`src/hw/rtl/wwtl_pkg.sv`:
```
`default_nettype none
// ----------------------------------------------------------------------------
// wwtl_pkg
// Shared types and constants of the word-wrap text layout unit: channel beats,
// configuration register indexes, character codes and control handshake types.
// ----------------------------------------------------------------------------
package wwtl_pkg;

    // sizes of the configuration port and the default word buffer depth
    localparam int CFG_IDX_W    = 3;
    localparam int CFG_DATA_W   = 8;
    localparam int WORD_BUF_DEF = 20;

    // configuration register indexes
    localparam logic [CFG_IDX_W-1:0] CFG_START_COL    = 3'd0;
    localparam logic [CFG_IDX_W-1:0] CFG_START_ROW    = 3'd1;
    localparam logic [CFG_IDX_W-1:0] CFG_LINE_WIDTH   = 3'd2;
    localparam logic [CFG_IDX_W-1:0] CFG_ROW_LIMIT    = 3'd3;
    localparam logic [CFG_IDX_W-1:0] CFG_START_OFFSET = 3'd4;

    // configuration reset values
    localparam logic [4:0] RST_START_COL    = 5'd0;
    localparam logic [4:0] RST_START_ROW    = 5'd0;
    localparam logic [4:0] RST_LINE_WIDTH   = 5'd12;
    localparam logic [4:0] RST_ROW_LIMIT    = 5'd5;
    localparam logic [7:0] RST_START_OFFSET = 8'd0;

    // character codes
    localparam logic [7:0] CH_SPACE = 8'd32;
    localparam logic [7:0] CH_NUL   = 8'd0;

    // input beat
    typedef struct packed {
        logic [7:0] ch;
        logic       first;
    } char_t;

    // output beat
    typedef struct packed {
        logic       is_status;
        logic [7:0] glyph;
        logic [5:0] col;
        logic [5:0] row;
        logic       finished;
        logic [7:0] next_offset;
        logic       last;
    } result_t;

    // controller states
    typedef enum logic [1:0] {
        ST_IDLE,
        ST_GLYPH,
        ST_STATUS
    } ctrl_state_t;

    // controller to datapath
    typedef struct packed {
        logic accept;
        logic load_glyph;
        logic load_status;
    } wwtl_cmd_t;

    // datapath to controller
    typedef struct packed {
        logic dec_glyphs;
        logic dec_status;
        logic glyph_last;
        logic stat_pend;
        logic out_free;
    } wwtl_sts_t;

endpackage
`default_nettype wire

```
`src/hw/rtl/wwtl_ctrl.sv`:
```
`default_nettype none
// ----------------------------------------------------------------------------
// wwtl_ctrl
// Sequencer of the layout unit: takes one character, then streams the glyph
// beats of a released word and the end-of-page status beat.
// ----------------------------------------------------------------------------
module wwtl_ctrl
    import wwtl_pkg::*;
(
    input  wire logic      clk,
    input  wire logic      rst_n,
    input  wire logic      char_valid,
    output logic           char_stall,
    input  wire wwtl_sts_t sts,
    output wwtl_cmd_t      cmd
);

    ctrl_state_t state_reg;
    ctrl_state_t state_next;

    // state register
    always_ff @(posedge clk or negedge rst_n)
    begin
        if (!rst_n)
        begin
            state_reg <= ST_IDLE;
        end
        else
        begin
            state_reg <= state_next;
        end
    end

    // next state and commands
    always_comb
    begin
        state_next      = state_reg;
        cmd             = '0;
        char_stall      = 1'b1;
        case (state_reg)
            ST_IDLE:
            begin
                char_stall = 1'b0;
                if (char_valid)
                begin
                    cmd.accept = 1'b1;
                    if (sts.dec_glyphs)
                    begin
                        state_next = ST_GLYPH;
                    end
                    else if (sts.dec_status)
                    begin
                        state_next = ST_STATUS;
                    end
                end
            end
            ST_GLYPH:
            begin
                if (sts.out_free)
                begin
                    cmd.load_glyph = 1'b1;
                    if (sts.glyph_last)
                    begin
                        state_next = sts.stat_pend ? ST_STATUS : ST_IDLE;
                    end
                end
            end
            ST_STATUS:
            begin
                if (sts.out_free)
                begin
                    cmd.load_status = 1'b1;
                    state_next      = ST_IDLE;
                end
            end
            default:
            begin
                state_next = ST_IDLE;
            end
        endcase
    end

endmodule
`default_nettype wire

```
`src/hw/rtl/wwtl_datapath.sv`:
```
`default_nettype none
// ----------------------------------------------------------------------------
// wwtl_datapath
// Layout state, configuration registers, word buffer and the output register.
// Decides a whole character in the accept cycle; glyphs are then read out of
// the word buffer one per beat.
// ----------------------------------------------------------------------------
module wwtl_datapath
    import wwtl_pkg::*;
#(
    parameter int WORD_BUF = WORD_BUF_DEF
)
(
    input  wire logic                  clk,
    input  wire logic                  rst_n,
    input  wire logic                  cfg_we,
    input  wire logic [CFG_IDX_W-1:0]  cfg_index,
    input  wire logic [CFG_DATA_W-1:0] cfg_data,
    input  wire char_t                 char_data,
    output logic                       result_valid,
    input  wire logic                  result_stall,
    output result_t                    result_data,
    input  wire wwtl_cmd_t             cmd,
    output wwtl_sts_t                  sts
);

    localparam int WL_W  = $clog2(WORD_BUF);
    localparam int CMP_W = ((WL_W > 6) ? WL_W : 6) + 1;
    localparam logic [CMP_W-1:0] BRK_MAX = CMP_W'(WORD_BUF - 1);

    // configuration
    logic [4:0] start_col_reg, start_row_reg, line_width_reg, row_limit_reg;
    logic [7:0] start_offset_reg;

    // layout state
    logic [5:0]      cur_row_reg, cur_row_next;
    logic [6:0]      cur_col_reg, cur_col_next;
    logic [5:0]      line_used_reg, line_used_next;
    logic [WL_W-1:0] word_len_reg, word_len_next;
    logic [7:0]      char_index_reg, char_index_next;
    logic [7:0]      word_begin_reg, word_begin_next;
    logic            page_done_reg, page_done_next;

    // word buffer
    logic [7:0] word_mem [WORD_BUF];
    logic       mem_we;

    // burst bookkeeping
    logic [WL_W-1:0] emit_idx_reg, emit_end_reg;
    logic [5:0]      base_col_reg, base_row_reg;
    logic            stat_pend_reg, fin_reg;
    logic [7:0]      nxt_reg;

    // output register
    logic    out_valid_reg;
    result_t out_reg;
    logic    out_free;

    // effective state once a page start is applied
    logic [5:0]       e_row, row_end, row_inc;
    logic [6:0]       e_col;
    logic [5:0]       e_used;
    logic [WL_W-1:0]  e_wlen, wlen_inc;
    logic [7:0]       e_cidx, e_wbeg, cidx_inc;
    logic             e_done;
    logic [CMP_W-1:0] brk;

    // decision of the accept cycle
    logic            d_glyphs, d_status, d_fin;
    logic [7:0]      d_nxt;
    logic [WL_W-1:0] d_count;
    logic [5:0]      d_base_col, d_base_row;
    logic            stop;

    assign out_free = !out_valid_reg || !result_stall;

    // page start and derived limits
    always_comb
    begin
        e_row    = char_data.first ? {1'b0, start_row_reg} : cur_row_reg;
        e_col    = char_data.first ? {2'b00, start_col_reg} : cur_col_reg;
        e_used   = char_data.first ? 6'd0 : line_used_reg;
        e_wlen   = char_data.first ? '0 : word_len_reg;
        e_cidx   = char_data.first ? start_offset_reg : char_index_reg;
        e_wbeg   = char_data.first ? start_offset_reg : word_begin_reg;
        e_done   = char_data.first ? 1'b0 : page_done_reg;
        row_end  = {1'b0, start_row_reg} + {1'b0, row_limit_reg};
        row_inc  = e_row + 6'd1;
        wlen_inc = e_wlen + WL_W'(1);
        cidx_inc = e_cidx + 8'd1;
        brk      = (CMP_W'(line_width_reg) > BRK_MAX) ? BRK_MAX : CMP_W'(line_width_reg);
    end

    // per-character layout decision
    always_comb
    begin
        cur_row_next    = e_row;
        cur_col_next    = e_col;
        line_used_next  = e_used;
        word_len_next   = e_wlen;
        char_index_next = e_cidx;
        word_begin_next = e_wbeg;
        page_done_next  = e_done;
        d_glyphs        = 1'b0;
        d_status        = 1'b0;
        d_fin           = 1'b0;
        d_nxt           = 8'd0;
        d_count         = e_wlen;
        d_base_col      = e_col[5:0];
        d_base_row      = e_row;
        mem_we          = 1'b0;
        stop            = 1'b0;
        if (e_done)
        begin
            // page over: item dropped
        end
        else if (e_row >= row_end)
        begin
            d_status = 1'b1;
            d_nxt    = e_wbeg;
        end
        else if (char_data.ch == CH_SPACE || char_data.ch == CH_NUL)
        begin
            if (e_wlen != '0)
            begin
                // wrap when the word does not fit on this line
                if ((CMP_W'(e_used) + CMP_W'(e_wlen)) > CMP_W'(line_width_reg))
                begin
                    cur_row_next   = row_inc;
                    cur_col_next   = {2'b00, start_col_reg};
                    line_used_next = 6'd0;
                    if (row_inc >= row_end)
                    begin
                        stop     = 1'b1;
                        d_status = 1'b1;
                        d_nxt    = e_wbeg;
                    end
                end
                if (!stop)
                begin
                    d_glyphs       = 1'b1;
                    d_base_col     = cur_col_next[5:0];
                    d_base_row     = cur_row_next;
                    cur_col_next   = cur_col_next + 7'(e_wlen)
                                     + ((char_data.ch == CH_SPACE) ? 7'd1 : 7'd0);
                    line_used_next = line_used_next + 6'(e_wlen)
                                     + ((char_data.ch == CH_SPACE) ? 6'd1 : 6'd0);
                    word_len_next  = '0;
                end
            end
            if (!stop)
            begin
                if (char_data.ch == CH_NUL)
                begin
                    d_status = 1'b1;
                    d_fin    = 1'b1;
                end
                else
                begin
                    char_index_next = cidx_inc;
                    word_begin_next = cidx_inc;
                end
            end
        end
        else
        begin
            // gather into the word, force-break at the break length
            mem_we = 1'b1;
            if (e_wlen == '0)
            begin
                word_begin_next = e_cidx;
            end
            word_len_next   = wlen_inc;
            char_index_next = cidx_inc;
            if (CMP_W'(wlen_inc) >= brk)
            begin
                d_glyphs        = 1'b1;
                d_count         = wlen_inc;
                word_len_next   = '0;
                cur_row_next    = row_inc;
                cur_col_next    = {2'b00, start_col_reg};
                line_used_next  = 6'd0;
                word_begin_next = cidx_inc;
            end
            if (cur_row_next >= row_end)
            begin
                d_status = 1'b1;
                d_nxt    = word_begin_next;
            end
        end
        if (d_status)
        begin
            page_done_next = 1'b1;
        end
    end

    // configuration registers
    always_ff @(posedge clk or negedge rst_n)
    begin
        if (!rst_n)
        begin
            start_col_reg    <= RST_START_COL;
            start_row_reg    <= RST_START_ROW;
            line_width_reg   <= RST_LINE_WIDTH;
            row_limit_reg    <= RST_ROW_LIMIT;
            start_offset_reg <= RST_START_OFFSET;
        end
        else if (cfg_we)
        begin
            case (cfg_index)
                CFG_START_COL:    start_col_reg    <= cfg_data[4:0];
                CFG_START_ROW:    start_row_reg    <= cfg_data[4:0];
                CFG_LINE_WIDTH:   line_width_reg   <= cfg_data[4:0];
                CFG_ROW_LIMIT:    row_limit_reg    <= cfg_data[4:0];
                CFG_START_OFFSET: start_offset_reg <= cfg_data;
                default:
                begin
                end
            endcase
        end
    end

    // layout state and burst control
    always_ff @(posedge clk or negedge rst_n)
    begin
        if (!rst_n)
        begin
            cur_row_reg    <= '0;
            cur_col_reg    <= '0;
            line_used_reg  <= '0;
            word_len_reg   <= '0;
            char_index_reg <= '0;
            word_begin_reg <= '0;
            page_done_reg  <= 1'b0;
            emit_idx_reg   <= '0;
            emit_end_reg   <= '0;
            stat_pend_reg  <= 1'b0;
            out_valid_reg  <= 1'b0;
        end
        else
        begin
            if (cmd.accept)
            begin
                cur_row_reg    <= cur_row_next;
                cur_col_reg    <= cur_col_next;
                line_used_reg  <= line_used_next;
                word_len_reg   <= word_len_next;
                char_index_reg <= char_index_next;
                word_begin_reg <= word_begin_next;
                page_done_reg  <= page_done_next;
                emit_idx_reg   <= '0;
                emit_end_reg   <= d_count - WL_W'(1);
                stat_pend_reg  <= d_status;
            end
            else if (cmd.load_glyph)
            begin
                emit_idx_reg <= emit_idx_reg + WL_W'(1);
            end
            else if (cmd.load_status)
            begin
                stat_pend_reg <= 1'b0;
            end
            if (cmd.load_glyph || cmd.load_status)
            begin
                out_valid_reg <= 1'b1;
            end
            else if (!result_stall)
            begin
                out_valid_reg <= 1'b0;
            end
        end
    end

    // burst payload
    always_ff @(posedge clk)
    begin
        if (cmd.accept)
        begin
            base_col_reg <= d_base_col;
            base_row_reg <= d_base_row;
            fin_reg      <= d_fin;
            nxt_reg      <= d_nxt;
        end
    end

    // word buffer write
    always_ff @(posedge clk)
    begin
        if (cmd.accept && mem_we)
        begin
            word_mem[e_wlen] <= char_data.ch;
        end
    end

    // output register, glyph read straight from the word buffer
    always_ff @(posedge clk)
    begin
        if (cmd.load_glyph)
        begin
            out_reg.is_status   <= 1'b0;
            out_reg.glyph       <= word_mem[emit_idx_reg];
            out_reg.col         <= base_col_reg + 6'(emit_idx_reg);
            out_reg.row         <= base_row_reg;
            out_reg.finished    <= 1'b0;
            out_reg.next_offset <= 8'd0;
            out_reg.last        <= (emit_idx_reg == emit_end_reg) && !stat_pend_reg;
        end
        else if (cmd.load_status)
        begin
            out_reg.is_status   <= 1'b1;
            out_reg.glyph       <= 8'd0;
            out_reg.col         <= 6'd0;
            out_reg.row         <= 6'd0;
            out_reg.finished    <= fin_reg;
            out_reg.next_offset <= nxt_reg;
            out_reg.last        <= 1'b1;
        end
    end

    assign result_valid = out_valid_reg;
    assign result_data  = out_reg;

    // status to the controller
    assign sts.dec_glyphs = d_glyphs;
    assign sts.dec_status = d_status;
    assign sts.glyph_last = (emit_idx_reg == emit_end_reg);
    assign sts.stat_pend  = stat_pend_reg;
    assign sts.out_free   = out_free;

    // a burst never reads past its own word
    assert property (@(posedge clk) disable iff (!rst_n)
        cmd.load_glyph |-> emit_idx_reg <= emit_end_reg)
        else $error("glyph read beyond the released word");

    // the buffered word always leaves room for one more character
    assert property (@(posedge clk) disable iff (!rst_n)
        CMP_W'(word_len_reg) < BRK_MAX)
        else $error("word length reached the buffer limit");

    // a status beat is the last beat of its item
    assert property (@(posedge clk) disable iff (!rst_n)
        cmd.load_status |=> result_valid && result_data.is_status && result_data.last)
        else $error("status beat not presented as last");

    // a status decision is remembered for the end of the burst
    assert property (@(posedge clk) disable iff (!rst_n)
        (cmd.accept && d_status) |=> stat_pend_reg && page_done_reg)
        else $error("status decision lost");

endmodule
`default_nettype wire

```
`src/hw/rtl/word_wrap_text_layout_unit.sv`:
```
`default_nettype none
// ----------------------------------------------------------------------------
// word_wrap_text_layout_unit
// Greedy word-wrap layout engine for a tile text window.
// ----------------------------------------------------------------------------
// Usage:
//   Character channel (char_valid / char_stall / char_data): one text byte per
//   beat; first marks the page's first byte. Result channel (result_valid /
//   result_stall / result_data): glyph beats with screen column and row, then
//   at the end of a page one status beat; last marks the final beat per byte.
//   Configuration registers are written through cfg_we / cfg_index / cfg_data
//   while the unit is idle.
//   Timing: a byte that releases a word keeps char_stall high while its glyph
//   beats and then any status beat are loaded into the output register. The
//   rate is set by the single read port of the word buffer, which gives one
//   glyph per cycle while the result side does not stall. A byte is taken in
//   the idle state; its first result beat is then loaded in the glyph or
//   status state, once the output register is free.
//   The output register lets the next byte be taken while the last beat of
//   the previous one still waits. A stall on the result side holds the beat
//   and pauses the glyph burst.
//   Reset puts configuration to its defaults and clears the layout state.
// ----------------------------------------------------------------------------
module word_wrap_text_layout_unit
    import wwtl_pkg::*;
#(
    parameter int WORD_BUF = WORD_BUF_DEF
)
(
    input  wire logic                  clk,
    input  wire logic                  rst_n,
    input  wire logic                  char_valid,
    output logic                       char_stall,
    input  wire char_t                 char_data,
    output logic                       result_valid,
    input  wire logic                  result_stall,
    output result_t                    result_data,
    input  wire logic                  cfg_we,
    input  wire logic [CFG_IDX_W-1:0]  cfg_index,
    input  wire logic [CFG_DATA_W-1:0] cfg_data
);

    wwtl_cmd_t cmd;
    wwtl_sts_t sts;

    // sequencer
    wwtl_ctrl u_ctrl (
        .clk        (clk),
        .rst_n      (rst_n),
        .char_valid (char_valid),
        .char_stall (char_stall),
        .sts        (sts),
        .cmd        (cmd)
    );

    // layout datapath
    wwtl_datapath #(
        .WORD_BUF (WORD_BUF)
    ) u_datapath (
        .clk          (clk),
        .rst_n        (rst_n),
        .cfg_we       (cfg_we),
        .cfg_index    (cfg_index),
        .cfg_data     (cfg_data),
        .char_data    (char_data),
        .result_valid (result_valid),
        .result_stall (result_stall),
        .result_data  (result_data),
        .cmd          (cmd),
        .sts          (sts)
    );

endmodule
`default_nettype wire
```
`config.mk`:
```
export PLATFORM = sky130hd
export DESIGN_NAME = word_wrap_text_layout_unit
export DESIGN_NICKNAME = d
export VERILOG_FILES = /design/src/hw/rtl/wwtl_pkg.sv /design/src/hw/rtl/wwtl_ctrl.sv /design/src/hw/rtl/wwtl_datapath.sv /design/src/hw/rtl/word_wrap_text_layout_unit.sv
export SDC_FILE = /design/constraint.sdc
export NUM_CORES = 1
export LEC_CHECK = 0
export BUFFER_PORTS_ARGS = -buffer_cell sky130_fd_sc_hd__buf_2
export CORE_ASPECT_RATIO = 0.5
export CORE_UTILIZATION = 62
export CTS_CLUSTER_SIZE = 20
export DETAILED_ROUTE_END_ITERATION = 8
export GPL_TIMING_DRIVEN = 0
export PLACE_DENSITY = 0.81
export SYNTH_ARGS = -nofsm -noshare
export SYNTH_HDL_FRONTEND = slang
export SYNTH_SLANG_ARGS = --single-unit
```
`constraint.sdc`:
```
create_clock -name clk -period 9.4 [get_ports clk]
set_clock_uncertainty 0.05 [all_clocks]
set_input_delay 0.47 -clock clk [delete_from_list [all_inputs] [get_ports clk]]
set_output_delay 0.47 -clock clk [all_outputs]
set_load 0.1 [all_outputs]
```
==> results of run 1 <==
[worst max path at each step]
stage,end,slack (ns),depth (start not counted)
after global routing,u_datapath.cur_col_reg[3]$_DFFE_PN0P_,2.13,24
after detailed placement,u_datapath.cur_col_reg[3]$_DFFE_PN0P_,2.07,24
after floorplan,u_datapath.cur_col_reg[3]$_DFFE_PN0P_,3.68,23
after CTS,u_datapath.stat_pend_reg$_DFFE_PN0P_,2.64,23
final,u_datapath.stat_pend_reg$_DFFE_PN0P_,2.23,23
after global placement,u_datapath.cur_col_reg[3]$_DFFE_PN0P_,2.16,24
[through the flow]
step	power [uW]	utilization, %	cell area, um2	worst slack [ns]	cells
after floorplan	3320	-	14800	3.68	1149
after global placement	3820	66.9	15500	2.16	1513
after detailed placement	3890	67.1	15500	2.07	1515
after CTS	5030	71.0	16400	2.64	1564
after global routing	5290	71.0	16400	2.13	1564
final	5060	71.0	16400	2.23	1564
[where the power goes]
part | switching [uW] | internal, uW | leakage [uW]
logic | 1480 | 703 | 0.00294
clock network | 501 | 625 | 0.000429
registers | 127 | 1630 | 0.00294
total | 2110 | 2960 | 0.00631
[routing by layer]
| metal | wire [um] | up-vias |
|---|---|---|
| met3 | 3920 | 93 |
| met2 | 17800 | 576 |
| met5 | 32 | - |
| met4 | 1090 | 4 |
| met1 | 16100 | 5120 |
| li1 | - | 4471 |
[synthesized netlist by cell type, types with 18 or more instances]
cell type  count
a21oi_1       62
clkbuf_1      26
dfrtp_1       78
edfxtp_1     202
ha_1          60
inv_1         36
mux2_2        38
mux2i_1       25
mux4_2        48
nand2_1      112
nand3_1       18
nor2_1        87
o21ai_0       38
xnor2_1       42
xor2_1        19
[what timing repair did]
| item | CTS | global route |
|---|---|---|
| setup buffers | 0 | 0 |
| endpoints found under the hold margin | 25 | 0 |
| hold buffers | 1 | 0 |
[area by class of cell]
cell class                 count  area, um2  share of cell area (%)
tap                          307        384                    2.34
multi-input combinational    771       6130                    37.4
clock buffer                  29        662                    4.03
timing repair buffer          60        340                    2.07
clock inverter                19        225                    1.37
inverter                      37        139                   0.846
buffer                        47        206                    1.26
sequential                   294       8320                    50.7
[cell families (layout without fill, tap and decap cells)]
logic type | count (synthesis) | count (layout)
multiplexers | 112 | 112
buffers and inverters | 84 | 192
XOR/XNOR | 61 | 61
adder cells (fa/ha/maj) | 67 | 67
flip-flops | 294 | 294
AO/OA/AOI/OAI | 224 | 224
AND/OR/NAND/NOR | 307 | 307
[worst max-delay path, delay by kind of cell]
family / cells / cell delay [ns]
buffers and inverters: 6 / 2.09
adder cells (fa/ha/maj): 3 / 1.01
AND/OR/NAND/NOR: 6 / 1.50
AO/OA/AOI/OAI: 7 / 2.33
XOR/XNOR: 1 / 0.16
==> impl_metrics.tcl, run 1 <==
set metrics [dict create \
    min_to "u_datapath.start_offset_reg[5]$_DFFE_PN0P_" \
    cts_tree "done" \
    worst_setup_path_start_kind "primary input" \
    wl_um 38900 \
    largest_reg_flops 160 \
    vdd_drop_max_v 0.000197 \
    synth_edf_count 202 \
    grt_max_degree 56 \
    synth_fa_ha_area_share_pct 6.02 \
    critPathKind "in -> reg" \
    cpPeakStageDelay_ns 0.76 \
    grt_pass1_wl_um 59700 \
    crit_chain "buf_2 > buf_4 > buf_2 > buf_4 > nor2b_1 > ha_1 > nand3_1 > xor2_1 > nor2_1 > ha_1 > nand2_1 > o21ai_1 > clkbuf_1 > buf_1 > o21ai_0 > ha_1 > a21o_1 > a211oi_1 > o31a_1 > nand2_1 > a21oi_1 > nor2_1 > a31o_2" \
    dp_hpwl_um 26800 \
    r2r_setup_slack_ns 2.59 \
    drtIter0Drc 1228 \
    top_register "u_datapath.word_mem" \
    fp.dieArea_mm2 0.0245 \
    dr.pass1.iters 8 \
    setup_viol 0 \
    synth_top_area_share_pct 41.0 \
    clock_latency_ns 0.56 \
    syn_area_per_cell_um2 12.9 \
    vias 10264 \
    mostFrequentLayoutCell "edfxtp_1" \
    worstPathArrival_ns 7.57 \
    gp_congestion 0.939 \
    critPathCaptureType "flop" \
    n_antenna_cell 0 \
    drive_above_1_share_pct 17.8 \
    max-slew-margin-rel_pct 16.9 \
    clk_pin_slew_worst_paths_ns 0.08 \
    grtUsageMet3_pct 7.35 \
    fin_nets 1329 \
    synth_mux_area_share_pct 12.0 \
    cp_slowest_cell "nor2b_1" \
    finalCritPeriodShare_pct 76.2 \
    synth_seq_area_share_pct 56.2 \
    die_h_um 111 \
    grt_util_met2_pct 51.1 \
    dominantRegCellSynth "edfxtp_1" \
    rows 39 \
    path_max_fanout 10 \
    initial_core_util_pct 64.0 \
    clockBufferDepth 3 \
    remaining_drc_errors 2 \
    synth_xor_area_share_pct 3.61 \
    status "finished, violations left" \
    reg2regPathDepth 19 \
    finalWorstPathRequiredPeriod_ns 7.17 \
    min_from "cfg_data[5]" \
    syn_to_final_growth_pct 10.9 \
    hold_class "in -> reg" \
    routedWlPerCell_um 24.9 \
    synth-seq-cells 294 \
    r2r_end "u_datapath.stat_pend_reg$_DFFE_PN0P_" \
    via_per_inst 6.56 \
    overflow 0 \
    grtUsageMet1_pct 46.4 \
    powerDensity_mw_per_mm2 308 \
    ant_nets 0 \
    finalMaxSlewViolations 0 \
    yosys.area.top_type "edfxtp_1" \
    synth_nets 1241 \
    synth-compound-area-share_pct 10.3 \
    num_io_pins 58 \
    rsz0062_at_grt "no" \
    antenna_found_initial 2 \
    h-tree-depth 1 \
    synth.area.top_cells "edfxtp_1 41%, dfrtp_1 13%, mux4_2 7.3%" \
    grt_pass1_vias 10185 \
    busiest_layer "met2" \
    max_freq_mhz 140 \
    nFillCells 1559 \
    syn_area_mm2 0.0148 \
    leakagePower_uw 0.00631 \
    die_width_um 220 \
    hold_violations 0 \
    critPathLaunch "char_data[0]" \
    cap_violations 0 \
    violations "DRC" \
    ys_types 82 \
    cts_buffers 26 \
    layout_common_cells "202 x edfxtp_1, 112 x nand2_1, 87 x nor2_1" \
    portBuffers 57 \
    syn_inst 1149 \
    async_flop_share_pct 27.9 \
    core_area_mm2 0.0231 \
    rr_startpoint "u_datapath.word_len_reg[1]$_DFFE_PN0P_" \
    hold_path_depth 2 \
    worstMarginPinSlew_ns 1.24 \
    synth_top_family_by_area "multiplexers" \
    fin_tns_setup_ns 0 \
    clockRootBuffer "clkbuf_16" \
    required_ns 9.80 \
    clock-sinks 294 \
    cts_resized 0 \
    track_usage_pct 32.9 \
    whs_ns 0.0853 \
    cpMostUsedCell "ha_1" \
    synth_simple_gate_area_share_pct 9.55 \
    ys_warn_count 0 \
]
(Power assumes the default switching activity.)
==> run 2: changes to the inputs <==
--- a/config.mk
+++ b/config.mk
@@ -5,13 +5,14 @@
 export SDC_FILE = /design/constraint.sdc
 export NUM_CORES = 1
 export LEC_CHECK = 0
+export ABC_AREA = 1
 export BUFFER_PORTS_ARGS = -buffer_cell sky130_fd_sc_hd__buf_2
 export CORE_ASPECT_RATIO = 0.5
-export CORE_UTILIZATION = 62
+export CORE_UTILIZATION = 56
 export CTS_CLUSTER_SIZE = 20
 export DETAILED_ROUTE_END_ITERATION = 8
 export GPL_TIMING_DRIVEN = 0
-export PLACE_DENSITY = 0.81
+export PLACE_DENSITY = 0.77
 export SYNTH_ARGS = -nofsm -noshare
 export SYNTH_HDL_FRONTEND = slang
 export SYNTH_SLANG_ARGS = --single-unit
==> constraint.sdc (replaced) <==
create_clock -name clk -period 6.46 [get_ports clk]
set_clock_uncertainty 0.05 [all_clocks]
set_input_delay 0.323 -clock clk [delete_from_list [all_inputs] [get_ports clk]]
set_output_delay 0.323 -clock clk [all_outputs]
set_load 0.1 [all_outputs]
==> run 2 against run 1 <==
Net effect:
- the flow now finishes without violations
- first-iteration DRC count up 23%
- total power up 63%
- flip-flop and latch count did not move
- sequential share of layout area fell by 1.4 points
- sequential power grew 46%
- clock-buffer cell count rose by 4
- critical path depth is the same
- highest routed layer is now met4
==> impl_metrics.tcl, run 2 <==
set metrics [dict create \
    status "finished clean" \
    finalWorstPathRequiredPeriod_ns 5.67 \
    worstPathArrival_ns 6.11 \
    max_freq_mhz 176 \
    cpPeakStageDelay_ns 0.78 \
    r2r_end "u_datapath.line_used_reg[4]$_DFFE_PN0P_" \
    wl_um 40900 \
    ys_warn_count 0 \
    min_from "cfg_data[4]" \
    path_max_fanout 10 \
    synth_most_common_cell "nand2_1" \
    cts_resized 0 \
    worst-path-stages 23 \
    reg2regPathDepth 23 \
    drive_above_1_share_pct 9.40 \
    max-slew-margin-rel_pct 20.9 \
    clockRootBuffer "clkbuf_16" \
    hold_path_depth 3 \
    rows 42 \
    hold_class "in -> reg" \
    track_usage_pct 29.3 \
    synth_seq_area_share_pct 54.6 \
    cp_slowest_cell "nor2_1" \
    worstMarginPinSlew_ns 1.18 \
    grt_pass1_vias 11468 \
    rr_startpoint "u_datapath.word_len_reg[1]$_DFFE_PN0P_" \
    mostFrequentLayoutCell "nand2_1" \
    n_antenna_cell 0 \
    drtIter0Drc 1509 \
    dp_hpwl_um 28300 \
    antenna_found_initial 0 \
    clock-sinks 294 \
    die_width_um 235 \
    finalCritPeriodShare_pct 87.8 \
    top_register "u_datapath.word_mem" \
    dr.pass1.iters 5 \
    syn_area_mm2 0.0152 \
    min_to "u_datapath.line_width_reg[4]$_DFFE_PN0P_" \
    async_flop_share_pct 27.9 \
    die_h_um 119 \
    synth_top_area_share_pct 39.8 \
    worst_setup_path_start_kind "flop" \
    cap_violations 0 \
    gp_congestion 0.995 \
    crit_chain "inv_1 > nor2_1 > inv_1 > fa_1 > o21ai_1 > xnor2_1 > inv_1 > ha_1 > nand3_1 > nand3b_1 > nand2_1 > nand2_1 > buf_2 > buf_2 > nor2_1 > fa_1 > fa_1 > a21oi_1 > o21ai_0 > xnor2_1 > o22ai_1 > nand2_1 > a31oi_1" \
    nFillCells 2151 \
    h-tree-depth 1 \
    clockBufferDepth 3 \
    ctsHoldBuffers 5 \
    yosys.area.top_type "edfxtp_1" \
    clock_latency_ns 0.57 \
    fin_tns_setup_ns 0 \
    rsz0062_at_grt "no" \
    whs_ns 0.0685 \
    synth_nets 1736 \
    hold_violations 0 \
    powerDensity_mw_per_mm2 489 \
    ant_nets 0 \
    portBuffers 57 \
    syn_inst 1644 \
    via_per_inst 5.88 \
    num_io_pins 58 \
    grt_pass1_wl_um 63200 \
    cp_num_buf_inv 5 \
    cts_setup_buffers 0 \
    critPathKind "reg -> reg" \
    layout_common_cells "316 x nand2_1, 220 x nor2_1, 202 x o21ai_0, 202 x edfxtp_1, 147 x inv_1" \
    synth-seq-cells 294 \
    remaining_drc_errors 0 \
    synth.area.top_cells "edfxtp_1 40%, dfrtp_1 13%, nand2_1 7.8%" \
    routedWlPerCell_um 19.4 \
    crit_family "adder cells" \
    initial_core_util_pct 57.3 \
    leakagePower_uw 0.00702 \
    required_ns 6.89 \
    vdd_drop_max_v 0.000273 \
    critPathCaptureType "flop" \
    core_area_mm2 0.0266 \
    cts_buffers 26 \
    dominantRegCellSynth "edfxtp_1" \
    grt_max_degree 53 \
    overflow 0 \
    fp.dieArea_mm2 0.0279 \
    syn_to_final_growth_pct 10.7 \
    ys_types 57 \
    finalMaxSlewViolations 0 \
    r2r_setup_slack_ns 0.79 \
    clk_pin_slew_worst_paths_ns 0.07 \
    synth_common_cells "316 x nand2_1, 220 x nor2_1, 202 x edfxtp_1, 202 x o21ai_0, 147 x inv_1" \
    syn_area_per_cell_um2 9.27 \
    cts_tree "done" \
    largest_reg_flops 160 \
    vias 12388 \
    setup_viol 0 \
    fin_nets 1828 \
    synth_edf_count 202 \
]
## run 2: cell types whose count changed in the layout (fill, tap and decap cells not counted), sizes merged, moves of 25 or more
cell and delta:
o21ai +164, inv +114, clkbuf +26, mux2i -25, mux2 -35, o22ai +34
nor2 +139, mux4 -48, nand2 +212, nand3 +44, xnor2 -29
## run 2: worst max-delay path by stage
stage / start / endpoint / slack [ns]
floorplan: char_data[0] / u_datapath.line_used_reg[4]$_DFFE_PN0P_ / 1.68
global placement: char_data[0] / u_datapath.line_used_reg[4]$_DFFE_PN0P_ / 0.45
detailed placement: char_data[0] / u_datapath.line_used_reg[4]$_DFFE_PN0P_ / 0.33
CTS: u_datapath.word_len_reg[1]$_DFFE_PN0P_ / u_datapath.line_used_reg[4]$_DFFE_PN0P_ / 0.79
global route: u_datapath.word_len_reg[1]$_DFFE_PN0P_ / u_datapath.line_used_reg[4]$_DFFE_PN0P_ / 0.44
finish: u_datapath.word_len_reg[1]$_DFFE_PN0P_ / u_datapath.line_used_reg[4]$_DFFE_PN0P_ / 0.79
## run 2: cell families (layout without fill, tap and decap cells)
| family | count (synthesis) | after routing | synth area share (%) |
|---|---|---|---|
| AND/OR/NAND/NOR | 645 | 645 | 17.7 |
| AO/OA/AOI/OAI | 386 | 386 | 14.3 |
| flip-flops | 294 | 294 | 54.6 |
| buffers and inverters | 222 | 334 | 5.79 |
| adder cells (fa/ha/maj) | 67 | 67 | 5.84 |
| XOR/XNOR | 26 | 26 | 1.54 |
| multiplexers | 4 | 4 | 0.287 |
## run 2: area by class of cell
class,count,area (um2),share of cell area [%]
Buffer,70,314,1.86
Clock buffer,33,687,4.07
Clock inverter,15,119,0.704
Inverter,152,571,3.38
Multi-Input combinational cell,1128,6040,35.8
Sequential cell,294,8320,49.3
Tap cell,352,440,2.61
Timing Repair Buffer,64,377,2.23
## run 2: metrics by stage
| stage | total power, uW | util [%] | setup slack [ns] | std cells | instance area (um2) |
|---|---|---|---|---|---|
| CTS | 8170 | 63.5 | 0.790 | 2108 | 16900 |
| global route | 8750 | 63.5 | 0.438 | 2108 | 16900 |
| finish | 8250 | 63.5 | 0.786 | 2108 | 16900 |
| floorplan | 5600 | - | 1.68 | 1644 | 15200 |
| detailed placement | 6650 | 60.2 | 0.333 | 2055 | 16000 |
| global placement | 6570 | 60.1 | 0.452 | 2053 | 16000 |
## run 2: power breakdown
group          switching, uW  internal, uW
clock                    724           800
combinational           3050          1100
sequential               169          2410
total                   3940          4310
## run 2: tightest hold or removal path, cell delays in order
cell and delay, ns:
buf_2 0.07, inv_1 0.09, o21ai_0 0.16
## run 2: metal layers
layer  vias to the layer above  routed length, um  part of all wire [%]  GRT usage (%)
li1                       5844                  -                     -              -
met1                      5854              17300                    42           41.0
met2                       608              18400                    45           46.6
met3                        82               4250                    10           6.56
met4                         0                988                   2.4           7.31
met5                         -                  0                     0              0
==> run 3: changes to the inputs <==
--- a/config.mk
+++ b/config.mk
@@ -13,6 +13,7 @@
 export DETAILED_ROUTE_END_ITERATION = 8
 export GPL_TIMING_DRIVEN = 0
 export PLACE_DENSITY = 0.77
+export RECOVER_POWER = 25
 export SYNTH_ARGS = -nofsm -noshare
 export SYNTH_HDL_FRONTEND = slang
 export SYNTH_SLANG_ARGS = --single-unit
==> run 3 against run 2 <==
Net effect:
- flip-flop and latch count did not move
- critical path depth did not move
- die area did not move
- maximum frequency fell by 0.17%
- largest power group unchanged
==> impl_metrics.tcl, run 3 (synthesized netlist as in run 2, its figures left out) <==
set metrics [dict create \
    worstMarginPinSlew_ns 1.19 \
    reg2regPathDepth 23 \
    leakagePower_uw 0.00700 \
    crit_family "adder cells" \
    min_to "u_datapath.line_width_reg[4]$_DFFE_PN0P_" \
    nFillCells 2154 \
    rr_startpoint "u_datapath.word_len_reg[1]$_DFFE_PN0P_" \
    hold_violations 0 \
    grt_pass1_wl_um 63200 \
    via_per_inst 5.91 \
    track_usage_pct 29.3 \
    grt_pass1_vias 11468 \
    critPathKind "reg -> reg" \
    largest_reg_flops 160 \
    hold_class "in -> reg" \
    clock_latency_ns 0.57 \
    rows 42 \
    grt_max_degree 53 \
    hold_path_depth 3 \
    portBuffers 57 \
    ant_nets 0 \
    clockBufferDepth 3 \
    fin_tns_setup_ns 0 \
    h-tree-depth 1 \
    max-slew-margin-rel_pct 20.2 \
    r2r_end "u_datapath.line_used_reg[4]$_DFFE_PN0P_" \
    vdd_drop_max_v 0.000273 \
    antenna_found_initial 0 \
    cts_tree "done" \
    gp_congestion 0.995 \
    clk_pin_slew_worst_paths_ns 0.07 \
    cap_violations 0 \
    vias 12452 \
    die_h_um 119 \
    rsz0062_at_grt "no" \
    drive_above_1_share_pct 8.94 \
    power_uw 8250 \
    remaining_drc_errors 0 \
    routedWlPerCell_um 19.4 \
    setup_viol 0 \
    max_freq_mhz 176 \
    fp.dieArea_mm2 0.0279 \
    finalCritPeriodShare_pct 88.0 \
    n_antenna_cell 0 \
    crit_chain "inv_1 > nor2_1 > inv_1 > fa_1 > o21ai_1 > xnor2_1 > inv_1 > ha_1 > nand3_1 > nand3b_1 > nand2_1 > nand2_1 > buf_2 > buf_2 > nor2_1 > fa_1 > fa_1 > a21oi_1 > o21ai_0 > xnor2_1 > o22ai_1 > nand2_1 > a31oi_1" \
    fin_nets 1828 \
    finalWorstPathRequiredPeriod_ns 5.68 \
    required_ns 6.89 \
    r2r_setup_slack_ns 0.78 \
    critPathCaptureType "flop" \
    final_core_util_pct 63.4 \
    overflow 0 \
    drtIter0Drc 1469 \
    critPathLaunch "u_datapath.word_len_reg[1]$_DFFE_PN0P_" \
    path_max_fanout 10 \
    clock-sinks 294 \
    finalMaxSlewViolations 0 \
    status "finished clean" \
    cpPeakStageDelay_ns 0.79 \
    cts_resized 0 \
    whs_ns 0.0692 \
    cp_slowest_cell "nor2_1" \
    layout_common_cells "316 x nand2_1, 220 x nor2_1, 202 x o21ai_0, 202 x edfxtp_1, 147 x inv_1" \
    worst_setup_path_start_kind "flop" \
    dp_hpwl_um 28300 \
    dr.pass1.iters 7 \
    cp_num_buf_inv 5 \
    num_io_pins 58 \
    wl_um 41000 \
    worstPathArrival_ns 6.12 \
    min_from "cfg_data[4]" \
    core_area_mm2 0.0266 \
    initial_core_util_pct 57.3 \
    die_width_um 235 \
    mostFrequentLayoutCell "nand2_1" \
    syn_to_final_growth_pct 10.6 \
    powerDensity_mw_per_mm2 489 \
    clockRootBuffer "clkbuf_16" \
    top_register "u_datapath.word_mem" \
    cts_buffers 26 \
]
==> run 3: cell types whose count changed in the layout (fill, tap and decap cells not counted), sizes merged <==
cell / previous run / this run
buf: 81 / 73
clkbuf: 81 / 89
==> run 3: repair_timing <==
action	4_1_cts	5_1_grt
setup buffers	0	0
endpoints found under the hold margin	34	0
hold buffers	5	0
==> run 3: worst max-delay path by stage <==
stage | endpoint | slack (ns) | cells after the start
final | u_datapath.line_used_reg[4]$_DFFE_PN0P_ | 0.78 | 23
after global routing | u_datapath.line_used_reg[4]$_DFFE_PN0P_ | 0.44 | 23
after CTS | u_datapath.line_used_reg[4]$_DFFE_PN0P_ | 0.79 | 23
after detailed placement | u_datapath.line_used_reg[4]$_DFFE_PN0P_ | 0.33 | 25
after global placement | u_datapath.line_used_reg[4]$_DFFE_PN0P_ | 0.45 | 28
after floorplan | u_datapath.line_used_reg[4]$_DFFE_PN0P_ | 1.68 | 27
==> run 3: metal layers <==
| layer | track usage [%] | up-vias | share of wire (%) | wire [um] |
|---|---|---|---|---|
| met1 | 41.0 | 5878 | 42 | 17400 |
| met4 | 7.31 | 0 | 2.7 | 1120 |
| met3 | 6.56 | 94 | 10 | 4170 |
| met2 | 46.6 | 634 | 45 | 18300 |
| li1 | - | 5846 | - | - |
| met5 | 0 | - | 0 | 0 |
==> run 3: cell type report <==
cell class,instances,area (um2),share of cell area [%]
buffer,70,314,1.86
clock buffer,33,687,4.07
clock inverter,15,119,0.705
inverter,152,571,3.38
multi-input combinational,1128,6040,35.8
sequential,294,8320,49.4
tap,352,440,2.61
timing repair buffer,64,367,2.17
==> run 3: report_power, final <==
part	total, uW	switching (uW)	internal (uW)
sequential	2580	169	2410
combinational	4160	3050	1100
clock	1520	725	800
==> run 3: worst reg2reg max path, cell delays in order, from the launching register on <==
cell      delay (ns)
dfrtp_1         0.34
inv_1           0.06
nor2_1          0.79
inv_1           0.38
fa_1            0.50
o21ai_1         0.23
xnor2_1         0.14
inv_1           0.05
ha_1            0.30
nand3_1         0.08
nand3b_1        0.14
nand2_1         0.09
nand2_1         0.15
buf_2           0.25
buf_2           0.28
nor2_1          0.10
fa_1            0.48
fa_1            0.45
a21oi_1         0.14
o21ai_0         0.13
xnor2_1         0.15
o22ai_1         0.13
nand2_1         0.07
a31oi_1         0.13
==> run 3: metrics by stage <==
step | instances | area (um2) | setup slack [ns]
after floorplan | 1644 | 15200 | 1.68
after global placement | 2053 | 16000 | 0.452
after detailed placement | 2055 | 16000 | 0.333
after CTS | 2108 | 16900 | 0.790
after global routing | 2108 | 16900 | 0.438
final | 2108 | 16900 | 0.776
